File: src/rtl/ppbm_pkg.sv
// Package for point_projection_box_match: widths, codes, item structs.
// No dependencies.
package ppbm_pkg;
    localparam int MAX_BOXES = 32;
    localparam int BOX_AW = $clog2(MAX_BOXES);
    localparam int CNT_W = $clog2(MAX_BOXES + 1);

    localparam logic [1:0] FUNC_CLEAR = 2'd0;
    localparam logic [1:0] FUNC_APPEND = 2'd1;
    localparam logic [1:0] FUNC_COEF = 2'd2;
    localparam logic [1:0] FUNC_PROJECT = 2'd3;

    localparam logic [2:0] ST_OK = 3'd0;
    localparam logic [2:0] ST_DEPTH = 3'd1;
    localparam logic [2:0] ST_FRAME = 3'd2;
    localparam logic [2:0] ST_NOBOX = 3'd3;
    localparam logic [2:0] ST_MULTI = 3'd4;

    localparam logic [0:0] CFG_FRAME_WIDTH = 1'd0;
    localparam logic [0:0] CFG_MIN_DEPTH = 1'd1;

    typedef struct packed {
        logic [1:0]         func;
        logic signed [31:0] pos_x;
        logic signed [31:0] pos_y;
        logic signed [31:0] pos_z;
        logic [11:0]        box_left;
        logic [11:0]        box_top;
        logic [11:0]        box_width;
        logic [11:0]        box_height;
        logic [3:0]         coef_slot;
        logic signed [31:0] coef_value;
    } in_word_t;

    typedef struct packed {
        logic [2:0]         status;
        logic signed [31:0] proj_u;
        logic signed [31:0] proj_v;
        logic signed [31:0] depth;
        logic [4:0]         match_box;
        logic signed [31:0] out_x;
        logic signed [31:0] out_y;
        logic signed [31:0] out_z;
    } out_word_t;

    // divider handshake
    typedef struct packed {
        logic start;
        logic busy;
        logic done;
    } div_ctl_t;
endpackage

File: src/rtl/ppbm_div.sv
// Radix-2 restoring divider: quotient of 64-bit magnitude by 48-bit magnitude.
// One quotient bit per cycle. Depends on ppbm_pkg.
module ppbm_div (
    input  logic        clk,
    input  logic        rst_n,
    input  logic        start,
    input  logic [63:0] num,
    input  logic [47:0] den,
    output ppbm_pkg::div_ctl_t ctl,
    output logic [63:0] quot
);
    logic [63:0] q_reg;
    logic [48:0] rem_reg;
    logic [47:0] den_reg;
    logic [6:0]  cnt_reg;
    logic        busy_reg;
    logic        done_reg;
    logic [48:0] trial;
    logic [49:0] diff;

    assign trial = {rem_reg[47:0], q_reg[63]};
    assign diff = {1'b0, trial} - {2'b00, den_reg};

    always_ff @(posedge clk or negedge rst_n)
    begin
        if (!rst_n)
        begin
            busy_reg <= 1'b0;
            done_reg <= 1'b0;
            cnt_reg <= '0;
        end
        else
        begin
            done_reg <= 1'b0;
            if (start)
            begin
                busy_reg <= 1'b1;
                cnt_reg <= 7'd0;
            end
            else if (busy_reg)
            begin
                cnt_reg <= cnt_reg + 7'd1;
                if (cnt_reg == 7'd63)
                begin
                    busy_reg <= 1'b0;
                    done_reg <= 1'b1;
                end
            end
        end
    end

    always_ff @(posedge clk)
    begin
        if (start)
        begin
            q_reg <= num;
            rem_reg <= '0;
            den_reg <= den;
        end
        else if (busy_reg)
        begin
            if (!diff[49])
            begin
                rem_reg <= diff[48:0];
                q_reg <= {q_reg[62:0], 1'b1};
            end
            else
            begin
                rem_reg <= trial;
                q_reg <= {q_reg[62:0], 1'b0};
            end
        end
    end

    assign ctl.start = start;
    assign ctl.busy = busy_reg;
    assign ctl.done = done_reg;
    assign quot = q_reg;
endmodule

File: config.mk
export PLATFORM = sky130hd
export DESIGN_NAME = ppbm_div
export DESIGN_NICKNAME = d
export VERILOG_FILES = /design/src/rtl/ppbm_pkg.sv /design/src/rtl/ppbm_div.sv
export SDC_FILE = /design/constraint.sdc
export NUM_CORES = 1
export LEC_CHECK = 0
export ABC_CLOCK_PERIOD_IN_PS = 4800
export BUFFER_PORTS_ARGS = -buffer_cell sky130_fd_sc_hd__buf_4
export CORE_MARGIN = 1.5
export CORE_UTILIZATION = 55
export CTS_CLUSTER_DIAMETER = 200
export CTS_CLUSTER_SIZE = 10
export DETAILED_ROUTE_END_ITERATION = 10
export PLACE_DENSITY = 0.87
export SLEW_MARGIN = 20
export SYNTH_ARGS = -nofsm -noshare
export SYNTH_HDL_FRONTEND = slang
export SYNTH_SLANG_ARGS = --single-unit
File: constraint.sdc
create_clock -name clk -period 4.8 [get_ports clk]
set_input_delay 0.48 -clock clk [delete_from_list [all_inputs] [get_ports clk]]
set_output_delay 0.48 -clock clk [all_outputs]
set_load 0.05 [all_outputs]
==> qor.txt <==
Initial antenna violation count - 0
Crit path required time - 5140 ps
Peak VDD IR - 329 uV
Max_slew headroom - 36.2%
Final worst setup slack - 1300 ps
Clock root buffer - clkbuf_16
Gate power share - 34.2%
Vias in the first global route - 7612
Hold path depth - 1
RSZ-0062 raised after global routing - no
Max Slew Vio Count - 0
R2R setup slack - 1300 ps
#FFs+latches synth - 169
Setup Crit Path Kind - flop to flop
Most frequent cells in the layout - 187 x buf_4, 112 x edfxtp_1, 71 x nor2_1
Syn Std Cell Area - 9650 um^2
Die Footprint - 18300 um^2
Min-Delay Path Class - input port to flop
Switch Pwr - 0.00178 W
Die height - 135 um
Post-route ant nets - 0
DR vias/cell - 5.84
Critical path endpoint category - flop
Pint - 0.00320 W
Critical Path AT - 3840 ps
Reg clk slew, reported paths - 80 ps
N_diodes - 0
Worst r2r dst - rem_reg[24]
Sequential Power Share - 37.8%
I/O pin cnt - 182
Gr ovfl total - 0
CTS tree - built
Static leakage - 5.11 nW
Number of port buffers - 181
P&R area growth vs syn - 21.4%
Clk Latency, worst-skew pair - 440 ps
Worst-case reg-to-reg path depth - 12
Share of cells above drive strength 1 - 28.2%
Htree depth - 4
Max Clock Skew - 12.9 ps
Largest net degree at the start of global routing - 103
Fin crit share - 72.9%
Dominant synthesized flop cell - edfxtp_1
Post-CTS Resized - 0
Fillers - 1284
Top-area cell type share of the netlist area - 34.9%
Final Hold Fails - 0
Number of flip-flops in the largest register - 64
Period minus WS final - 3500 ps
Total track usage - 25.6%
Synth area leaders - edfxtp_1 35%, dfxtp_1 10%, mux2_2 7.5%
Iteration-0 DRC Markers - 541
Num CTS Buffers - 17
Width of the die - 135 um
Final nets - 1239
Routability cong. - 0.952
Setup violators final - 0
Part of the power in the clock network - 28.0%
CP max FO - 38
Yosys warnings - 0
Wire per inst - 17.5 um
Synth area leader - edfxtp_1
Core area - 17200 um^2
Bufs on Longest Clock Path - 2
First-pass GRT wire length - 36700 um
Place WS - 1370 ps
Drt total wl - 23000 um
Setup TNS - 0 ps
Rows - 48
Worst-margin pin slew - 957 ps
Fmax - 286 MHz
Initial Utilization - 56.0%
Post-synth ARST share - 5.33%
Run status - complete, no violations
CTS sink count - 169
Syn avg cell area - 10.5 um^2
Synth unique cells - 75
Commonest non-fill, non-tap cell in the layout - buf_4
Post-synth EDFFs - 112
Switching Fraction - 35.8%
Via count - 7659
CP Launch Type - flop
Dpl hpwl - 16700 um
Synthesized Nets - 1080
Pre-antenna DRT Iters - 5
Origin of the critical flop-to-flop path - rem_reg[6]
DRC Markers - 0
Max Cap Viol - 0
Hold Path Sink - den_reg[5]
Cells after synthesis - 915
Register area share after synthesis - 47.2%
Hold path startpoint - den[5]
Power Density - 425 nW/um^2
Final Core Density - 67.9%
[layout make-up]
type | instances | area (um^2) | share of cell area (%)
clock inverters | 13 | 151 | 1.29
inverters | 62 | 233 | 1.99
multi-input cells | 634 | 4600 | 39.3
clock buffers | 19 | 443 | 3.78
repair buffers | 190 | 1450 | 12.3
flip-flops and latches | 169 | 4550 | 38.9
well taps | 225 | 282 | 2.40
[Yosys cell counts (8+ instances only)]
cell,count
a211oi_1,27
a21o_1,29
a21oi_1,46
a311oi_1,9
and3_1,8
clkbuf_1,35
dfrtp_1,9
dfxtp_1,48
edfxtp_1,112
ha_1,49
inv_1,61
mux2_2,64
mux2i_1,25
nand2_1,62
nand3_1,25
nand4_1,19
nor2_1,71
nor3_1,12
o21a_1,9
o21ai_0,31
o31ai_1,12
xnor2_1,26
xor2_1,14
[how the worst max path moves through the flow]
| stage | end | cells past startpoint | from | slack, ps |
|---|---|---|---|---|
| floorplan | rem_reg[42] | 13 | quot[63] | 1680 |
| global placement | rem_reg[15] | 13 | den_reg[6] | 1500 |
| detailed placement | rem_reg[33] | 13 | den_reg[8] | 1370 |
| CTS | rem_reg[24] | 12 | rem_reg[6] | 1290 |
| global route | rem_reg[32] | 13 | den_reg[6] | 960 |
| finish | rem_reg[24] | 12 | rem_reg[6] | 1300 |
[power groups by stage]
stage,Combinational [W],Clock [W],Sequential (W)
after floorplan,0.00109,0,0.00209
after global placement,0.00164,0,0.00190
final,0.00170,0.00139,0.00188
after detailed placement,0.00167,0,0.00191
after CTS,0.00169,0.00141,0.00188
after global routing,0.00185,0.00146,0.00190
[critical path: stages, from the launching register on]
cell	delay, ps
dfxtp_1	350
ha_1	380
and2_2	210
nand4_1	130
a21oi_2	180
o211ai_2	120
a211oi_2	350
o21ai_2	110
a211oi_2	310
or2_2	260
buf_4	520
mux2i_1	160
a211oi_1	290
[per-layer routing]
metal | global-route usage, % | share of wire (%) | up-vias | wire length (um)
li1 | - | - | 3701 | -
met3 | 8.27 | 7.9 | 60 | 1820
met5 | 0 | 0 | - | 0
met2 | 43.4 | 49 | 327 | 11300
met4 | 11.0 | 3.0 | 0 | 695
met1 | 30.0 | 40 | 3571 | 9180
[through the flow]
step / instances / hold slack (ps) / power, W / instance area, um^2
2_1_floorplan: 915 / 184 / 0.00317 / 9650
3_3_place_gp: 1279 / 308 / 0.00354 / 11100
3_5_place_dp: 1279 / 312 / 0.00358 / 11100
4_1_cts: 1312 / 197 / 0.00498 / 11700
5_1_grt: 1312 / 190 / 0.00521 / 11700
6_report: 1312 / 208 / 0.00498 / 11700
[cell families (layout without fill, tap and decap cells)]
logic type	after synthesis	in the layout	synth area share (%)
compound gates	223	223	16.1
simple gates	232	232	11.3
xor+xnor	40	40	3.63
mux	89	89	10.1
fa+ha+maj	50	50	6.56
flops	169	169	47.2
buf+inv	112	284	5.12
[what timing repair did]
action,in CTS,in global routing
hold buffers,1,0
hold endpoints to repair,9,0
setup buffers,0,0
endpoints found under the setup margin,0,0
Note: power is estimated with default switching activity, not from simulation.
